$ cat src/design/mik_pkg.sv
`default_nettype none
package mik_pkg;

    // Lane and word sizes used across the pipeline.
    localparam int NUM_LANES  = 8;
    localparam int RW         = 12;
    localparam int QW         = 31;
    localparam int XYW        = 33;
    localparam int MAX_STAGES = 24;

    // CORDIC gain constant in Q2.30 and 30/pi in Q16.
    localparam logic signed [XYW-1:0] CORDIC_GAIN = 33'sd652032874;
    localparam logic [19:0]           RPM_FACTOR  = 20'd625823;

    // Saturation bounds of a 24-bit signed result.
    localparam logic [QW-1:0] POS_LIMIT = 31'd8388607;
    localparam logic [QW-1:0] NEG_LIMIT = 31'd8388608;

    // Truncated atan(2^-i) in 32-bit binary turns.
    localparam logic [31:0] ATAN_TURNS [0:MAX_STAGES-1] = '{
        32'd536870912, 32'd316933405, 32'd167458907, 32'd85004756,
        32'd42667331,  32'd21354465,  32'd10679838,  32'd5340245,
        32'd2670163,   32'd1335086,   32'd667544,    32'd333772,
        32'd166886,    32'd83443,     32'd41721,     32'd20860,
        32'd10430,     32'd5215,      32'd2607,      32'd1303,
        32'd651,       32'd325,       32'd162,       32'd81
    };

    // Configuration register indexes.
    localparam logic [1:0] REG_RADIUS = 2'd0;
    localparam logic [1:0] REG_DEPTH  = 2'd1;
    localparam logic [1:0] REG_TRACK  = 2'd2;

    // One CORDIC cell's contents, with the command riding along.
    typedef struct packed {
        logic                  vld;
        logic [1:0]            quad;
        logic signed [XYW-1:0] x;
        logic signed [XYW-1:0] y;
        logic signed [XYW-1:0] z;
        logic signed [15:0]    vx;
        logic signed [15:0]    vy;
        logic signed [15:0]    w;
    } t_cordic;

    // One divider cell's contents: eight lanes of remainder and shifting quotient.
    typedef struct packed {
        logic                                vld;
        logic [NUM_LANES-1:0]                neg;
        logic [NUM_LANES-1:0][RW-1:0]        rem;
        logic [NUM_LANES-1:0][QW-1:0]        num;
    } t_div;

    // Apply the sign to a magnitude and clamp to the 24-bit range.
    function automatic logic [23:0] f_sat(input logic neg, input logic [QW-1:0] q);
        logic [23:0] res;
        if (!neg) begin
            res = (q > POS_LIMIT) ? 24'h7FFFFF : q[23:0];
        end else begin
            res = (q > NEG_LIMIT) ? 24'h800000 : 24'(-q[23:0]);
        end
        return res;
    endfunction

endpackage
`default_nettype wire

$ cat src/design/mik_div_cell.sv
`default_nettype none
module mik_div_cell
    import mik_pkg::*;
(
    input  wire          i_clk,
    input  wire          i_rst_n,
    input  wire          i_en,
    input  wire [RW-1:0] i_radius,
    input  t_div         i_d,
    output t_div         o_d
);

    t_div          r_d;
    t_div          n_d;
    logic [RW:0]   trial [NUM_LANES];
    logic          ge    [NUM_LANES];

    // One restoring division step per lane: one quotient bit per cell.
    always_comb begin
        n_d = i_d;
        for (int k = 0; k < NUM_LANES; k++) begin
            trial[k] = {i_d.rem[k], i_d.num[k][QW-1]};
            ge[k]    = (trial[k] >= {1'b0, i_radius});
            n_d.rem[k] = ge[k] ? RW'(trial[k] - {1'b0, i_radius}) : trial[k][RW-1:0];
            n_d.num[k] = {i_d.num[k][QW-2:0], ge[k]};
        end
    end

    always_ff @(posedge i_clk) begin
        if (!i_rst_n) begin
            r_d.vld <= 1'b0;
        end else if (i_en) begin
            r_d <= n_d;
        end
    end

    assign o_d = r_d;

endmodule
`default_nettype wire

$ cat config.mk
export PLATFORM = sky130hd
export DESIGN_NAME = mik_div_cell
export DESIGN_NICKNAME = d
export VERILOG_FILES = /design/src/design/mik_pkg.sv /design/src/design/mik_div_cell.sv
export SDC_FILE = /design/constraint.sdc
export NUM_CORES = 1
export LEC_CHECK = 0
export ABC_AREA = 1
export BUFFER_PORTS_ARGS = -buffer_cell sky130_fd_sc_hd__buf_2
export CORE_AREA = 2 2 278 280
export CTS_CLUSTER_DIAMETER = 150
export DETAILED_ROUTE_END_ITERATION = 10
export DIE_AREA = 0 0 280 282
export HOLD_SLACK_MARGIN = 0.02
export PLACE_DENSITY_LB_ADDON = 0.05
export SLEW_MARGIN = 20
export SYNTH_ARGS = -nofsm -noshare
export SYNTH_HDL_FRONTEND = slang
export SYNTH_SLANG_ARGS = --single-unit
$ cat constraint.sdc
create_clock -name i_clk -period 8.7 [get_ports i_clk]
set_input_delay 0.435 -clock i_clk [delete_from_list [all_inputs] [get_ports i_clk]]
set_output_delay 0.435 -clock i_clk [all_outputs]
set_load 0.05 [all_outputs]
==> impl_metrics.sql <==
INSERT INTO impl_metrics (metric_group, metric, value, unit) VALUES
('status', 'run_status', 'complete, no violations', ''),
('clock_network', 'cts_tree', 'built', ''),
('sta', 'finalSetupViolCount', '0', ''),
('sta', 'timing.setup.tns', '0', 'ns'),
('drt', 'detail_route.wl_per_cell', '20.3', 'um'),
('setup_path', 'worst_setup_path_start_kind', 'primary input', ''),
('synth', 'synth_top_area_frac', '0.583', ''),
('sta', 'highest_achievable_clock_rate', '366', 'MHz'),
('sta', 'final-max-slew-violation-count', '0', ''),
('clock_network', 'cts_htree_levels', '2', ''),
('placement', 'placed_cells_incl_taps', '3446', ''),
('drt', 'via_count', '16099', ''),
('synth', 'ys_warn_count', '0', ''),
('clock_network', 'worst_setup_hold_path_clk_slew', '0.06', 'ns'),
('global_routing', 'first_global_vias', '16270', ''),
('pwr', 'leakage_power', '12.6', 'nW'),
('placement', 'routabilityCongestion', '0.852', ''),
('clock_network', 'cts-root-buf', 'clkbuf_16', ''),
('drt', 'routed-wl-met2', '39700', 'um'),
('setup_path', 'crit_path_depth', '10', ''),
('synth', 'synth.largest_area_cell', 'edfxtp_1', ''),
('sta', 'slew_of_the_pin_with_the_lowest_slew_margin', '1.06', 'ns'),
('floorplan', 'fp-row-count', '101', ''),
('run', 'maxCapViolCount', '0', ''),
('final_layout', 'largest_register_ff_count', '353', ''),
('setup_path', 'worst_path_dominant_cell_family', 'buffers and inverters', ''),
('synth', 'yosys-top-cells-area', 'edfxtp_1 (58%), nand2_1 (11%), ha_1 (6.6%), inv_1 (5.7%), nand3_1 (2.9%)', ''),
('clock_network', 'ctsResizeCount', '0', ''),
('final_layout', 'layout-drive-gt1-share', '0.320', ''),
('clock_network', 'post_cts_buffers', '0', ''),
('global_routing', 'number_of_antenna_violations_at_the_first_check_in_global_routing', '25', ''),
('sta', 'rsz0062_at_grt', 'false', ''),
('synth', 'synth_cell_type_count', '33', ''),
('clock_network', 'cts-root-to-sink-buffers', '3', ''),
('hold_path', 'holdPathStages', '1', ''),
('synth', 'post_synth_inst_count', '1764', ''),
('sta', 'fin_crit_sh', '0.314', ''),
('floorplan', 'initial_utilization', '0.240', ''),
('setup_path', 'cpPeakStageDelay', '0.51', 'ns'),
('final_layout', 'utilization', '0.354', ''),
('final_layout', 'fillCellCount', '7843', ''),
('drt', 'dr_wl_met3', '4540', 'um'),
('pwr', 'worst_ir_drop_vdd', '0.116', 'mV'),
('drt', 'route.final.wire_length', '76700', 'um'),
('synth', 'synth-simple-area-share', '0.221', ''),
('synth', 'synth.area.mux_share', '0', ''),
('synth', 'synth.net_count', '2236', ''),
('floorplan', 'core_area', '75700', 'sq um'),
('sta', 'period_minus_slack', '2.73', 'ns'),
('drt', 'drcViolationCount', '0', ''),
('global_routing', 'grt_pass1_wl', '108000', 'um'),
('setup_path', 'slowest_stage', 'o21ai_0', ''),
('setup_path', 'critical_path.max_fanout', '19', ''),
('synth', 'mean_instance_size_in_the_synthesized_netlist', '10.3', 'sq um'),
('setup_path', 'critPathKind', 'in -> reg', ''),
('clock_network', 'tritoncts_num_sinks', '353', ''),
('synth', 'seq_area_frac_synth', '0.584', ''),
('floorplan', 'die_height', '282', 'um'),
('synth', 'postSynthRegisterBits', '353', ''),
('drt', 'drt.antenna.violating_nets', '0', ''),
('global_routing', 'grt_overflow_total', '0', ''),
('sta', 'finalClockSkew', '0', 'ns'),
('setup_path', 'crit_top_cell', 'nand3_4', ''),
('floorplan', 'pin_count', '721', ''),
('sta', 'hold-worst-slack', '0.0671', 'ns'),
('pwr', 'power_per_cell_area', '201', 'nW/um^2'),
('placement', 'place_hpwl', '60300', 'um'),
('setup_path', 'crit_chain', 'buf_2, inv_1, ha_1, nand2_1, nor2_4, nand2_2, nand3_4, nand2_4, nand3_4, o21ai_0', ''),
('drt', 'vias_per_cell', '4.25', ''),
('setup_path', 'critical_path_buf_inv_count', '2', ''),
('synth', 'xor_xnor_share_of_the_synthesized_area', '0.0208', '');
[final timing paths]
| check | startpoint | to | slack, ns |
|---|---|---|---|
| worst max-delay path | i_radius[1] | o_d[261] | 5.97 |
| worst min-delay path | i_d[130] | o_d[131] | 0.07 |
| worst max register to register | o_d[352] | o_d[352] | 8.09 |
| worst min register to register | o_d[352] | o_d[352] | 0.54 |
[final cells by class]
cell class,instances,area (sq um),area share
Antenna cell,7,17.5,0.000653
Clock buffer,50,1170,0.0435
Clock inverter,34,343,0.0128
Inverter,286,1080,0.0403
Multi-Input combinational cell,1107,6300,0.235
Sequential cell,353,10600,0.395
Tap cell,978,1220,0.0456
Timing Repair Buffer,970,6110,0.228
[synth_stat cells (3+ instances only)]
cell type,n
nand3_1,106
nand4_1,72
inv_1,273
o21ai_0,11
nand2_1,510
nor2_2,14
nand3b_1,15
a21oi_2,5
o21ai_2,9
nand3_2,22
fa_1,8
a21oi_1,30
buf_4,4
nor2_4,4
edfxtp_1,352
o21ai_1,34
xnor2_1,8
inv_2,13
buf_2,5
buf_6,6
nor3_1,12
nand3_4,4
nor2_1,79
xor2_1,35
ha_1,96
nand2_4,3
a21oi_4,3
nand2_2,24
[kinds of logic after synthesis]
| family | after synthesis |
|---|---|
| flops | 353 |
| buf+inv | 304 |
| xor+xnor | 43 |
| simple gates | 868 |
| compound gates | 92 |
| fa+ha+maj | 104 |
[where the power goes]
part           internal, mW  switching (mW)
clock                  1.12           0.807
combinational         0.399           0.983
sequential             2.04          0.0341
[metrics by stage]
stage,cell area [sq um],setup slack (ns),power (mW)
final,26800,5.97,5.38
after global routing,26800,5.78,5.63
after CTS,26800,5.93,5.48
after detailed placement,22800,5.30,3.41
after global placement,22800,5.32,3.41
after floorplan,18100,0.790,3.03
[metal layers]
layer | up-vias | track usage
li1 | 7940 | -
met1 | 7576 | 0.215
met2 | 453 | 0.342
met3 | 112 | 0.0440
met4 | 18 | 0.0480
met5 | - | 0
[cell usage in the layout, fill, tap and decap left out, types with 5 or more instances in the layout]
cell type / n
nand2_2: 24
clkinv_1: 12
nor3_1: 12
buf_2: 720
a21oi_1: 30
inv_1: 272
nor2_1: 79
a21oi_2: 5
nor2_2: 14
diode_2: 7
nand2_1: 510
xnor2_1: 8
bufinv_16: 5
inv_2: 13
o21ai_1: 34
xor2_1: 35
edfxtp_1: 352
nand3b_1: 15
nand3_1: 106
dlygate4sd3_1: 248
nand4_1: 72
fa_1: 8
o21ai_0: 11
nand3_2: 22
clkinv_2: 9
ha_1: 96
o21ai_2: 9
clkbuf_16: 46
No activity file was read; power rests on OpenSTA's default activity.
