$ cat config.mk
export PLATFORM = sky130hd
export DESIGN_NAME = mik_cordic_cell
export DESIGN_NICKNAME = d
export VERILOG_FILES = /design/src/design/mik_pkg.sv /design/src/design/mik_cordic_cell.sv
export SDC_FILE = /design/constraint.sdc
export NUM_CORES = 1
export LEC_CHECK = 0
export BUFFER_PORTS_ARGS = -buffer_cell sky130_fd_sc_hd__buf_2
export CAP_MARGIN = 15
export CORE_MARGIN = 2
export CORE_UTILIZATION = 49
export CTS_BUF_LIST = sky130_fd_sc_hd__clkbuf_4
export DETAILED_ROUTE_END_ITERATION = 8
export HOLD_SLACK_MARGIN = 0.12
export PLACE_DENSITY_LB_ADDON = 0.25
export SETUP_SLACK_MARGIN = 0.5
export SLEW_MARGIN = 20
export SYNTH_ARGS = -nofsm -noshare
export SYNTH_HDL_FRONTEND = slang
export SYNTH_SLANG_ARGS = --single-unit
$ cat constraint.sdc
create_clock -name i_clk -period 4.7 [get_ports i_clk]
set_input_delay 0.94 -clock i_clk [delete_from_list [all_inputs] [get_ports i_clk]]
set_output_delay 0.94 -clock i_clk [all_outputs]
set_load 0.1 [all_outputs]
$ cat src/design/mik_pkg.sv
`default_nettype none
package mik_pkg;

    // Lane and word sizes used across the pipeline.
    localparam int NUM_LANES  = 8;
    localparam int RW         = 12;
    localparam int QW         = 31;
    localparam int XYW        = 33;
    localparam int MAX_STAGES = 24;

    // CORDIC gain constant in Q2.30 and 30/pi in Q16.
    localparam logic signed [XYW-1:0] CORDIC_GAIN = 33'sd652032874;
    localparam logic [19:0]           RPM_FACTOR  = 20'd625823;

    // Saturation bounds of a 24-bit signed result.
    localparam logic [QW-1:0] POS_LIMIT = 31'd8388607;
    localparam logic [QW-1:0] NEG_LIMIT = 31'd8388608;

    // Truncated atan(2^-i) in 32-bit binary turns.
    localparam logic [31:0] ATAN_TURNS [0:MAX_STAGES-1] = '{
        32'd536870912, 32'd316933405, 32'd167458907, 32'd85004756,
        32'd42667331,  32'd21354465,  32'd10679838,  32'd5340245,
        32'd2670163,   32'd1335086,   32'd667544,    32'd333772,
        32'd166886,    32'd83443,     32'd41721,     32'd20860,
        32'd10430,     32'd5215,      32'd2607,      32'd1303,
        32'd651,       32'd325,       32'd162,       32'd81
    };

    // Configuration register indexes.
    localparam logic [1:0] REG_RADIUS = 2'd0;
    localparam logic [1:0] REG_DEPTH  = 2'd1;
    localparam logic [1:0] REG_TRACK  = 2'd2;

    // One CORDIC cell's contents, with the command riding along.
    typedef struct packed {
        logic                  vld;
        logic [1:0]            quad;
        logic signed [XYW-1:0] x;
        logic signed [XYW-1:0] y;
        logic signed [XYW-1:0] z;
        logic signed [15:0]    vx;
        logic signed [15:0]    vy;
        logic signed [15:0]    w;
    } t_cordic;

    // One divider cell's contents: eight lanes of remainder and shifting quotient.
    typedef struct packed {
        logic                                vld;
        logic [NUM_LANES-1:0]                neg;
        logic [NUM_LANES-1:0][RW-1:0]        rem;
        logic [NUM_LANES-1:0][QW-1:0]        num;
    } t_div;

    // Apply the sign to a magnitude and clamp to the 24-bit range.
    function automatic logic [23:0] f_sat(input logic neg, input logic [QW-1:0] q);
        logic [23:0] res;
        if (!neg) begin
            res = (q > POS_LIMIT) ? 24'h7FFFFF : q[23:0];
        end else begin
            res = (q > NEG_LIMIT) ? 24'h800000 : 24'(-q[23:0]);
        end
        return res;
    endfunction

endpackage
`default_nettype wire

$ cat src/design/mik_cordic_cell.sv
`default_nettype none
module mik_cordic_cell
    import mik_pkg::*;
#(
    parameter int STAGE = 0
) (
    input  wire     i_clk,
    input  wire     i_rst_n,
    input  wire     i_en,
    input  t_cordic i_c,
    output t_cordic o_c
);

    t_cordic               r_c;
    t_cordic               n_c;
    logic signed [XYW-1:0] xs;
    logic signed [XYW-1:0] ys;
    logic signed [XYW-1:0] atan_v;

    // One rotation step toward zero residual angle.
    always_comb begin
        xs     = i_c.x >>> STAGE;
        ys     = i_c.y >>> STAGE;
        atan_v = $signed({1'b0, ATAN_TURNS[STAGE]});
        n_c    = i_c;
        if (!i_c.z[XYW-1]) begin
            n_c.x = i_c.x - ys;
            n_c.y = i_c.y + xs;
            n_c.z = i_c.z - atan_v;
        end else begin
            n_c.x = i_c.x + ys;
            n_c.y = i_c.y - xs;
            n_c.z = i_c.z + atan_v;
        end
    end

    always_ff @(posedge i_clk) begin
        if (!i_rst_n) begin
            r_c.vld <= 1'b0;
        end else if (i_en) begin
            r_c <= n_c;
        end
    end

    assign o_c = r_c;

endmodule
`default_nettype wire

==> results.txt, run 1 <==
----------------------------------------------------
[Global routing]
  Met1 Use GR ... 0.378
  Antenna violations before repair ... 1
  First-pass GRT wire length ... 46700 um
  Via count of the first global-routing pass ... 8213
  Routing usage on met2 ... 0.460
  Global-route congestion overflow total ... 0
  GR peak layer ... met2
  Pin count of the biggest net entering global routing ... 85
  GR met3 Demand/Resource ... 0.0373
  Global Route Usage Sum ... 0.277

[Setup path]
  Largest stage delay, worst path ... 0.58 ns
  Ordered cell list for the critical path ... buf_2, inv_1, ha_1, and2_1, a221oi_2, a21oi_1, nor3_1, nor4_1, nor4_2, o221ai_1, nand2b_1, a32oi_1, xor2_1
  Buf/Inv on CP ... 2
  Worst endpoint required time ... 5.01 ns
  Top Family by Delay on Critical Path ... simple AND/OR/NAND/NOR gates
  Top fanout value on the critical path ... 12
  Crit path capture type ... flop
  CP startpoint kind ... input port
  Crit Path Class ... input port to flop
  Crit path arrival time ... ~4.3 ns
  Critical-path top delay cell ... sky130_fd_sc_hd__nor3_1

[Drt]
  Vias after detailed routing ... 8783
  Drt first-iter violations ... 828
  Total length of routed wires ... about 31000 um
  Mean routed wirelength per cell ... just under 20 um
  Post-detailed-route count of antenna-violating nets ... 0
  DRC Markers ... 0
  DR pass1 iterations ... 6
  Vias per std cell ... 5.54

[Floorplan]
  Die height ... 148 um
  Number of core rows ... 52
  Die Outline Area ... 21800 um^2
  Core region area ... 20200 um^2
  Initial Util ... 0.500
  DIE WIDTH ... between 100 and 150 um
  Number of I/O pins ... 303

[Cells and area]
  Cell area after layout ... 12200 um^2
  Synth-to-Final Area Change ... 20.4%
  Total Nets Final ... ~1600
  Non-filler cells, final ... 1585
  Share of final-layout standard cells stronger than drive strength 1 ... 0.278
  Fillers ... 1796
  Flip-flop count of the largest register, all copies and words added ... 149

[Logic synthesis]
  Main flop type after synthesis ... sky130_fd_sc_hd__edfxtp_1
  Proportion of synthesized chip area in sequential cells ... 0.441
  Cell count after synthesis ... 1013
  Number of warnings printed during yosys synthesis ... 0
  Post-synth EDFFs ... approximately 150
  Post-synth design cell area ... ~10000 um^2
  Total of flip-flops plus latches after synthesis ... ~150
  Post-Synthesis Net Count ... around 1300
  Share of flip-flops with an asynchronous set or reset after synthesis ... 0
  Synthesized area divided by synthesized cell count ... 9.99 um^2
  Distinct cell type count after synthesis ... 80

[STA]
  Max Fclk ... 0.252 GHz
  Final period util ... 0.845
  Total of endpoints with negative setup slack in the final report ... 0
  Final TNS setup ... 0 ns
  Final critical-path setup slack ... 0.728 ns
  Transition time of the tightest slew-check pin ... between 0.9 and 1 ns
  Worst setup skew after layout ... 0 ns
  Shortest clock period the worst path allows after layout ... 3.97 ns
  Headroom to the max-slew limit ... 0.371
  RSZ-0062 raised after global routing ... false
  Final Max Slew Viols ... 0
  Final hold vios ... 0

[Power]
  Areal power density over the cells ... 361 nW/um^2
  Total power of the final layout ... 4.40 mW
  IR Drop Worst-Case VDD ... 0.171 mV
  P_leak ... 5.43 nW

[Clock tree]
  CTS H-tree lvls ... 4
  Maximum clock insertion buffer count ... 2
  Post-CTS Setup Repair Bufs ... 0
  Total clock sinks ... 149
  Clock root buffer ... sky130_fd_sc_hd__clkbuf_4
  CTS Hold Buffers Added ... 0
  Clock transition at the registers of the reported paths ... ~0.15 ns
  Worst-skew pair later-pin latency ... 0.55 ns
  Clock tree from TritonCTS ... done
  PostCTS Resize Cnt ... 0
  CTS Buf Count ... 17

[Status]
  Status ... completed

[Place]
  Gp weighted congestion ... 1.01
  Cell count after placement ... around 1600
  Half-perimeter wire length after detailed placement ... about 24000 um
  Pre-CTS setup slack ... 0.330 ns
  Placed inst area ... 11900 um^2
  IO buf count ... roughly 300

[Hold path]
  Worst hold path class ... input port to flop

[Job]
  Number of maximum-capacitance constraint violations ... 0

----------------------------------------------------
-- cell usage after synthesis, types with 3 or more instances --
cell type / number / area (um^2)
sky130_fd_sc_hd__ha_1: 98 / 1230
sky130_fd_sc_hd__nand3_1: 17 / 85.1
sky130_fd_sc_hd__o21a_1: 5 / 37.5
sky130_fd_sc_hd__o211ai_1: 10 / 75.1
sky130_fd_sc_hd__a221oi_1: 4 / 35.0
sky130_fd_sc_hd__nor3_1: 13 / 65.1
sky130_fd_sc_hd__o2111ai_1: 3 / 26.3
sky130_fd_sc_hd__o21ai_1: 6 / 30.0
sky130_fd_sc_hd__buf_1: 5 / 18.8
sky130_fd_sc_hd__fa_1: 4 / 80.1
sky130_fd_sc_hd__xor2_1: 6 / 52.6
sky130_fd_sc_hd__nand2_1: 47 / 176
sky130_fd_sc_hd__a21o_1: 19 / 143
sky130_fd_sc_hd__o21bai_1: 16 / 120
sky130_fd_sc_hd__nand2b_1: 11 / 68.8
sky130_fd_sc_hd__a221oi_2: 3 / 45.0
sky130_fd_sc_hd__a211oi_1: 6 / 45.0
sky130_fd_sc_hd__clkbuf_1: 22 / 82.6
sky130_fd_sc_hd__inv_1: 101 / 379
sky130_fd_sc_hd__nand4_1: 6 / 37.5
sky130_fd_sc_hd__o21ai_0: 48 / 240
sky130_fd_sc_hd__xnor2_1: 58 / 508
sky130_fd_sc_hd__or3_1: 3 / 18.8
sky130_fd_sc_hd__edfxtp_1: 148 / 4440
sky130_fd_sc_hd__and2_1: 10 / 62.6
sky130_fd_sc_hd__a31oi_1: 12 / 75.1
sky130_fd_sc_hd__buf_2: 14 / 70.1
sky130_fd_sc_hd__nor4_1: 5 / 31.3
sky130_fd_sc_hd__nor2_1: 90 / 338
sky130_fd_sc_hd__mux2i_1: 11 / 110
sky130_fd_sc_hd__o41ai_1: 5 / 43.8
sky130_fd_sc_hd__o31ai_1: 13 / 97.6
sky130_fd_sc_hd__nor2b_1: 12 / 75.1
sky130_fd_sc_hd__a21oi_1: 115 / 576
sky130_fd_sc_hd__a211o_1: 5 / 43.8
sky130_fd_sc_hd__a21boi_0: 5 / 37.5
-- power by group --
part           leakage, nW  internal, mW  total [mW]  switching (mW)
sequential            1.40          1.62        1.65          0.0321
combinational         3.87         0.418        1.85            1.43
clock                0.171         0.344       0.894           0.551
total                 5.43          2.38        4.40            2.02
-- area by class of cell --
class	count	area, um^2	area share
Multi-Input combinational cell	715	5060	0.416
Clock inverter	15	189	0.0155
Sequential cell	149	4460	0.366
Clock buffer	17	128	0.0105
Timing Repair Buffer	312	1600	0.131
Inverter	105	399	0.0328
Tap cell	270	338	0.0277
Antenna cell	2	5.00	0.000411
-- metal layers --
layer	up-vias	share of wire
met2	464	0.48
li1	4208	-
met5	-	0
met1	4062	0.42
met3	49	0.081
met4	0	0.022
-- per-stage QoR --
stage | hold slack [ns] | util
global route | 0.488 | 0.602
finish | 0.547 | 0.602
floorplan | 0.981 | -
CTS | 0.503 | 0.602
global placement | 0.505 | 0.586
detailed placement | 0.543 | 0.586
-- cell families after synthesis --
group,after synthesis,share of synthesized area
compound gates,308,0.198
mux,11,0.0109
buf+inv,149,0.0590
simple gates,230,0.107
xor+xnor,64,0.0554
flops,149,0.441
fa+ha+maj,102,0.129
-- path summary, 6_finish.rpt --
| path | slack [ns] | from | end | cells past startpoint |
|---|---|---|---|---|
| setup / recovery | 0.73 | i_c[86] | o_c[144] | 13 |
| hold reg to reg | 0.57 | o_c[149] | o_c[149] | 2 |
| setup reg to reg | 4.06 | o_c[149] | o_c[149] | 2 |
| hold / removal | 0.55 | i_c[148] | o_c[148] | 1 |
-- placed cells by master (no fill, tap or decap), drive strengths merged, types with 4 or more instances in the layout --
master	Yosys	final
xnor2	58	58
a21boi	7	7
edfxtp	148	148
o211ai	11	11
a31oi	12	12
a21oi	115	115
fa	4	4
o21a	5	5
clkbuf	22	17
nor4	6	6
o41ai	6	6
o21ai	56	56
a21o	20	20
and2	11	11
xor2	6	6
ha	98	98
nand2b	11	11
nor2	90	90
o31ai	14	14
nand2	47	47
nor2b	12	12
a211oi	6	6
mux2i	11	11
nand4	6	6
o21bai	17	17
clkinv	2	7
a221oi	7	7
inv	103	111
nor3	14	14
buf	22	312
a211o	5	5
nand3	17	17
Power figures use the tool's default switching activity.
==> inputs of run 2 (changes only) <==
--- a/config.mk
+++ b/config.mk
@@ -8,7 +8,7 @@
 export BUFFER_PORTS_ARGS = -buffer_cell sky130_fd_sc_hd__buf_2
 export CAP_MARGIN = 15
 export CORE_MARGIN = 2
-export CORE_UTILIZATION = 49
+export CORE_UTILIZATION = 54
 export CTS_BUF_LIST = sky130_fd_sc_hd__clkbuf_4
 export DETAILED_ROUTE_END_ITERATION = 8
 export HOLD_SLACK_MARGIN = 0.12
==> constraint.sdc (replaced) <==
create_clock -name i_clk -period 3.8 [get_ports i_clk]
set_input_delay 0.76 -clock i_clk [delete_from_list [all_inputs] [get_ports i_clk]]
set_output_delay 0.76 -clock i_clk [all_outputs]
set_load 0.1 [all_outputs]
==> results.txt, run 2 (synthesis results as in run 1) <==
----------------------------------------------------
[Setup path]
  CP startpoint kind ... input port
  Largest stage delay, worst path ... 0.48 ns (-0.10 ns)
  Crit path arrival time ... 3.56 ns (-0.73 ns)
  Ordered cell list for the critical path ... buf_2, inv_1, ha_1, o211ai_1, o2111ai_1, a31oi_2, o31ai_1, o21ai_1, a21oi_1, o21ba_1, o41ai_1, xnor2_1
  Depth of the worst register-to-register path ... 2 (unchanged)
  Worst endpoint required time ... 4.13 ns (-0.88 ns)
  Crit path capture type ... flop
  Critical-path top delay cell ... sky130_fd_sc_hd__o41ai_1
  Buf/Inv on CP ... 2 (unchanged)
  Top fanout value on the critical path ... 6 (-6)
  Top Family by Delay on Critical Path ... compound AO/OA/AOI/OAI gates
  Crit Path Class ... input port to flop
  Logic depth of the worst setup path including buffers ... 12 (-1)

[Cells and area]
  Synth-to-Final Area Change ... 26.4%
  Non-filler cells, final ... 1627 (+2.6%)
  Total Nets Final ... 1633 (+5.0%)
  Commonest non-fill, non-tap cell in the layout ... sky130_fd_sc_hd__buf_2
  Share of final-layout standard cells stronger than drive strength 1 ... 0.327 (+0.0491)
  Flip-flop count of the largest register, all copies and words added ... 149 (unchanged)
  Fillers ... 1502 (-16%)
  Top library cells by usage in the layout, fill and taps aside ... 302 x sky130_fd_sc_hd__buf_2, 148 x sky130_fd_sc_hd__edfxtp_1, 114 x sky130_fd_sc_hd__a21oi_1

[STA]
  Headroom to the max-slew limit ... 0.637 (+0.266)
  Transition time of the tightest slew-check pin ... 0.539 ns (-0.403 ns)
  Final Max Slew Viols ... 0 (unchanged)
  Hold slack final ... 0.348 ns (-0.199 ns)
  Total of endpoints with negative setup slack in the final report ... 0 (unchanged)
  Max Fclk ... slightly above 0.3 GHz
  RSZ-0062 raised after global routing ... true
  Shortest clock period the worst path allows after layout ... 3.23 ns
  Final hold vios ... 0 (unchanged)
  Final period util ... 0.851
  Worst setup skew after layout ... 0 ns (unchanged)

[Drt]
  Post-detailed-route count of antenna-violating nets ... 0 (unchanged)
  Vias after detailed routing ... 9275 (+5.6%)
  Total length of routed wires ... 32700 um (+5.0%)
  Drt first-iter violations ... 969 (+17%)
  DR pass1 iterations ... 9 (+3)
  Mean routed wirelength per cell ... 20.1 um (+2.3%)
  DRC Markers ... 0 (unchanged)
  Vias per std cell ... 5.70 (+2.9%)

[Floorplan]
  Core region area ... 18500 um^2 (-8.5%)
  DIE WIDTH ... 141 um (-4.6%)
  Number of core rows ... 50 (-3.8%)
  Die height ... 141 um (-4.6%)
  Initial Util ... 0.547 (+0.0464)
  Number of I/O pins ... 303 (unchanged)
  Die Outline Area ... 19900 um^2 (-9.0%)

[Global routing]
  Met1 Use GR ... 0.429 (+0.0515)
  Global-route congestion overflow total ... 0 (unchanged)
  GR met3 Demand/Resource ... 0.0581 (+0.0207)
  Antenna violations before repair ... 2 (+1)
  First-pass GRT wire length ... 49000 um (+4.9%)
  Routing usage on met2 ... 0.512 (+0.0517)
  GR peak layer ... met2
  Via count of the first global-routing pass ... 8873 (+8.0%)
  Global Route Usage Sum ... 0.319 (+0.0414)
  Pin count of the biggest net entering global routing ... 64 (-25%)

[Place]
  Gp weighted congestion ... 0.982 (-3.2%)
  Cell count after placement ... 1592 (+2.6%)
  IO buf count ... 302 (unchanged)
  Half-perimeter wire length after detailed placement ... 26100 um (+6.5%)

[Hold path]
  Worst hold path class ... input port to flop
  Min-Delay Path Depth ... 1 (unchanged)

[Power]
  IR Drop Worst-Case VDD ... 0.236 mV (+38%)
  Areal power density over the cells ... 436 nW/um^2 (+21%)
  P_leak ... 5.81 nW (+6.9%)

[Status]
  Status ... completed

[Clock tree]
  Maximum clock insertion buffer count ... 2 (unchanged)
  Worst-skew pair later-pin latency ... 0.56 ns (about the same)
  Clock tree from TritonCTS ... done
  Clock transition at the registers of the reported paths ... 0.17 ns (+0.02 ns)
  CTS Buf Count ... 17 (unchanged)
  Clock root buffer ... sky130_fd_sc_hd__clkbuf_4
  Total clock sinks ... 149 (unchanged)
  CTS H-tree lvls ... 4 (unchanged)

[Job]
  Number of maximum-capacitance constraint violations ... 0 (unchanged)

----------------------------------------------------
run 2: metal layers:
metal	up-vias	wire, um
met4	0	1220
li1	4358	-
met1	4353	13500
met3	71	2770
met2	493	15200
met5	-	0
run 2: power breakdown:
group          internal (mW)  total (mW)  switching [mW]  leakage, nW
sequential              2.00        2.04          0.0389         1.40
combinational          0.617        2.44            1.82         4.25
clock                  0.368        1.10           0.727        0.157
total                   2.99        5.58            2.59         5.81
run 2: stage by stage:
stage	utilization	TNS (ns)	power, mW	setup slack [ns]	cell area (um^2)
5_1_grt	0.691	0	5.76	0.490	12800
6_report	0.691	0	5.58	0.568	12800
4_1_cts	0.687	0	5.56	0.512	12700
3_5_place_dp	0.670	-0.189	4.48	-0.0885	12400
2_1_floorplan	-	0	3.86	0.545	10100
3_3_place_gp	0.670	-0.140	4.47	-0.140	12400
run 2: repair_timing:
item	CTS	global route
gates resized for setup	0	12
setup endpoints to repair	0	11
setup buffers	0	1
hold buffers	0	0
run 2: worst register-to-register path, stage by stage, from the launching register on:
cell and delay (ns):
sky130_fd_sc_hd__dfxtp_1 0.35, sky130_fd_sc_hd__mux2i_1 0.17, sky130_fd_sc_hd__nor2b_1 0.07
run 2: worst paths after layout:
path              end  slack [ns]     start
max          o_c[111]        0.57   i_c[89]
max reg2reg  o_c[149]        3.12  o_c[149]
min           o_c[32]        0.35   i_c[32]
min reg2reg  o_c[149]        0.61  o_c[149]
run 2: final cells by class:
type | count | area (um^2) | area share
clock buffer | 17 | 128 | 0.00998
inverter | 105 | 399 | 0.0312
timing repair buffer | 390 | 2200 | 0.172
clock inverter | 15 | 184 | 0.0144
sequential | 149 | 4460 | 0.349
tap | 234 | 293 | 0.0229
antenna | 2 | 5.00 | 0.000391
multi-input combinational | 715 | 5120 | 0.400
==> inputs of run 3 (changes only) <==
--- a/config.mk
+++ b/config.mk
@@ -8,7 +8,7 @@
 export BUFFER_PORTS_ARGS = -buffer_cell sky130_fd_sc_hd__buf_2
 export CAP_MARGIN = 15
 export CORE_MARGIN = 2
-export CORE_UTILIZATION = 54
+export CORE_UTILIZATION = 30
 export CTS_BUF_LIST = sky130_fd_sc_hd__clkbuf_4
 export DETAILED_ROUTE_END_ITERATION = 8
 export HOLD_SLACK_MARGIN = 0.12
==> results.txt, run 3 (synthesis results as in run 1) <==
----------------------------------------------------
[Status]
  Status ... completed

[Cells and area]
  Top library cells by usage in the layout, fill and taps aside ... 302 x sky130_fd_sc_hd__buf_2, 148 x sky130_fd_sc_hd__edfxtp_1, 113 x sky130_fd_sc_hd__a21oi_1
  Post-route core utilization ... 0.396 (-0.294)
  Fillers ... 3439 (+130%)
  Flip-flop count of the largest register, all copies and words added ... 149 (unchanged)
  Commonest non-fill, non-tap cell in the layout ... sky130_fd_sc_hd__buf_2
  Share of final-layout standard cells stronger than drive strength 1 ... 0.338 (+0.0105)
  Total Nets Final ... 1652 (+1.2%)
  Synth-to-Final Area Change ... 30.7%

[Drt]
  Vias after detailed routing ... 9196 (-0.85%)
  Routed met1 length ... 14900 um (+10%)
  Drt first-iter violations ... 724 (-25%)
  Met3 layer wire length in the routed design ... 2190 um (-21%)
  Met2 WL post-DR ... 16900 um (+11%)
  DRC Markers ... 0 (unchanged)
  DR pass1 iterations ... 6 (-3)
  Uppermost signal routing layer after detailed routing ... met4
  Vias per std cell ... 4.95 (-13%)
  Mean routed wirelength per cell ... 18.7 um (-7.3%)
  Total length of routed wires ... 34700 um (+5.9%)
  Post-detailed-route count of antenna-violating nets ... 0 (unchanged)

[Hold path]
  Min-Delay Path Depth ... 1 (unchanged)
  Worst hold path class ... input port to flop

[Floorplan]
  Die Outline Area ... 35200 um^2 (+77%)
  Number of core rows ... 67 (+34%)
  DIE WIDTH ... 188 um (+33%)
  Die height ... 188 um (+33%)
  Number of I/O pins ... 303 (unchanged)
  Core region area ... 33400 um^2 (+80%)
  Initial Util ... 0.303 (-0.243)

[Setup path]
  Crit path arrival time ... 3.51 ns (-0.05 ns)
  Crit path capture type ... flop
  Top fanout value on the critical path ... 4 (-2)
  CP startpoint kind ... input port
  Worst endpoint required time ... 4.10 ns (-0.03 ns)
  Crit Path Class ... input port to flop
  Depth of the worst register-to-register path ... 2 (unchanged)
  Reg-to-reg setup timing slack ... 3.21 ns (+0.09 ns)

[Clock tree]
  Total clock sinks ... 149 (unchanged)
  Clock root buffer ... sky130_fd_sc_hd__clkbuf_4
  Clock tree from TritonCTS ... done
  Clock transition at the registers of the reported paths ... 0.16 ns (about the same)
  Maximum clock insertion buffer count ... 2 (unchanged)
  CTS H-tree lvls ... 4 (unchanged)
  CTS Hold Buffers Added ... 0 (unchanged)
  Worst-skew pair later-pin latency ... 0.55 ns (about the same)
  CTS Buf Count ... 17 (unchanged)

[Job]
  Number of maximum-capacitance constraint violations ... 0 (unchanged)

[STA]
  Worst setup skew after layout ... 0 ns (unchanged)
  Final critical-path setup slack ... 0.594 ns (+0.0261 ns)
  Total of endpoints with negative setup slack in the final report ... 0 (unchanged)
  Final hold vios ... 0 (unchanged)
  Headroom to the max-slew limit ... 0.373 (-0.265)
  Shortest clock period the worst path allows after layout ... 3.21 ns (-0.0261 ns)
  Final TNS setup ... 0 ns (unchanged)
  Final Max Slew Viols ... 0 (unchanged)
  Max Fclk ... 0.312 GHz (+0.81%)
  RSZ-0062 raised after global routing ... true
  Hold slack final ... 0.356 ns (+0.00782 ns)
  Final period util ... 0.844 (-0.00687)
  Transition time of the tightest slew-check pin ... 0.941 ns (+0.402 ns)

[Power]
  IR Drop Worst-Case VDD ... 0.213 mV (-9.8%)
  Seq pwr share ... 0.360 (-0.006)
  Total net switching power ... 2.57 mW (-0.66%)
  P_leak ... 5.92 nW (+1.9%)
  Power Internal ... 3.13 mW (+4.8%)
  Areal power density over the cells ... 431 nW/um^2 (-1.1%)
  Portion of total power attributed to the clock network ... 0.211 (+0.015)
  Combinational share of power ... 0.430 (-0.008)
  Proportion of total power due to net switching ... 0.451 (-0.0132)

[Global routing]
  Via count of the first global-routing pass ... 8916 (+0.48%)
  Global-route congestion overflow total ... 0 (unchanged)
  Pin count of the biggest net entering global routing ... 149 (+130%)
  First-pass GRT wire length ... 52300 um (+6.8%)
  Antenna violations before repair ... 1 (-1)
  Global Route Usage Sum ... 0.192 (-0.126)

[Place]
  Half-perimeter wire length after detailed placement ... 27800 um (+6.6%)
  IO buf count ... 302 (unchanged)
  Gp weighted congestion ... 0.918 (-6.6%)
  Pre-CTS setup slack ... -0.116 ns (-0.0272 ns)

----------------------------------------------------
-- run 3: changes by cell type in the layout (fill, tap and decap cells not counted), sizes merged --
cell / previous run / this run
buf: 390 / 409
bufinv: 1 / 3
clkinvlp: 3 / 1
diode: 2 / 1
-- run 3: path summary, 6_finish.rpt --
check / start / endpoint
max reg2reg: o_c[149] / o_c[149]
min reg2reg: o_c[149] / o_c[149]
max: i_c[114] / o_c[144]
min: i_c[69] / o_c[69]
-- run 3: area by class of cell --
cell class	count	area (um^2)	share of cell area
clock inverters	15	213	0.0161
multi-input cells	715	5130	0.388
inverters	105	399	0.0302
clock buffers	17	128	0.00965
diodes	1	2.50	0.000189
flip-flops and latches	149	4460	0.337
repair buffers	409	2330	0.176
well taps	448	561	0.0424
-- run 3: metal layers --
layer | vias up | track usage
met4 | 0 | 0.0551
met1 | 4384 | 0.247
met3 | 38 | 0.0363
met2 | 376 | 0.328
li1 | 4398 | -
met5 | - | 0
-- run 3: power by group through the flow --
stage / Sequential (mW) / Clock [mW] / Combinational, mW
3_3_place_gp: 2.09 / 0 / 2.43
2_1_floorplan: 3.10 / 0 / 0.762
3_5_place_dp: 2.09 / 0 / 2.43
5_1_grt: 2.07 / 1.30 / 2.59
4_1_cts: 2.06 / 1.25 / 2.44
6_report: 2.05 / 1.20 / 2.45
-- run 3: stage by stage --
stage / instances / power, mW / area (um^2)
2_1_floorplan: 1013 / 3.86 / 10100
3_3_place_gp: 1825 / 4.52 / 12800
3_5_place_dp: 1825 / 4.52 / 12800
4_1_cts: 1857 / 5.74 / 13100
5_1_grt: 1859 / 5.96 / 13200
6_report: 1859 / 5.70 / 13200
-- run 3: worst max-delay path, cell delays in order --
cell and delay (ns):
sky130_fd_sc_hd__buf_2 0.11, sky130_fd_sc_hd__inv_1 0.05, sky130_fd_sc_hd__ha_1 0.20, sky130_fd_sc_hd__fa_1 0.40, sky130_fd_sc_hd__nor2b_1 0.19, sky130_fd_sc_hd__o21bai_1 0.14, sky130_fd_sc_hd__a21oi_1 0.20, sky130_fd_sc_hd__nor3_1 0.07
sky130_fd_sc_hd__buf_4 0.15, sky130_fd_sc_hd__nor4_1 0.27, sky130_fd_sc_hd__nor4_2 0.09, sky130_fd_sc_hd__buf_4 0.15, sky130_fd_sc_hd__o221ai_1 0.29, sky130_fd_sc_hd__nand2b_1 0.10, sky130_fd_sc_hd__a32oi_1 0.24, sky130_fd_sc_hd__xor2_1 0.10
-- run 3: repair_timing --
| action | CTS | global route |
|---|---|---|
| endpoints found under the setup margin | 0 | 14 |
| resized for setup | 0 | 15 |
| buffers inserted | 0 | 1 |
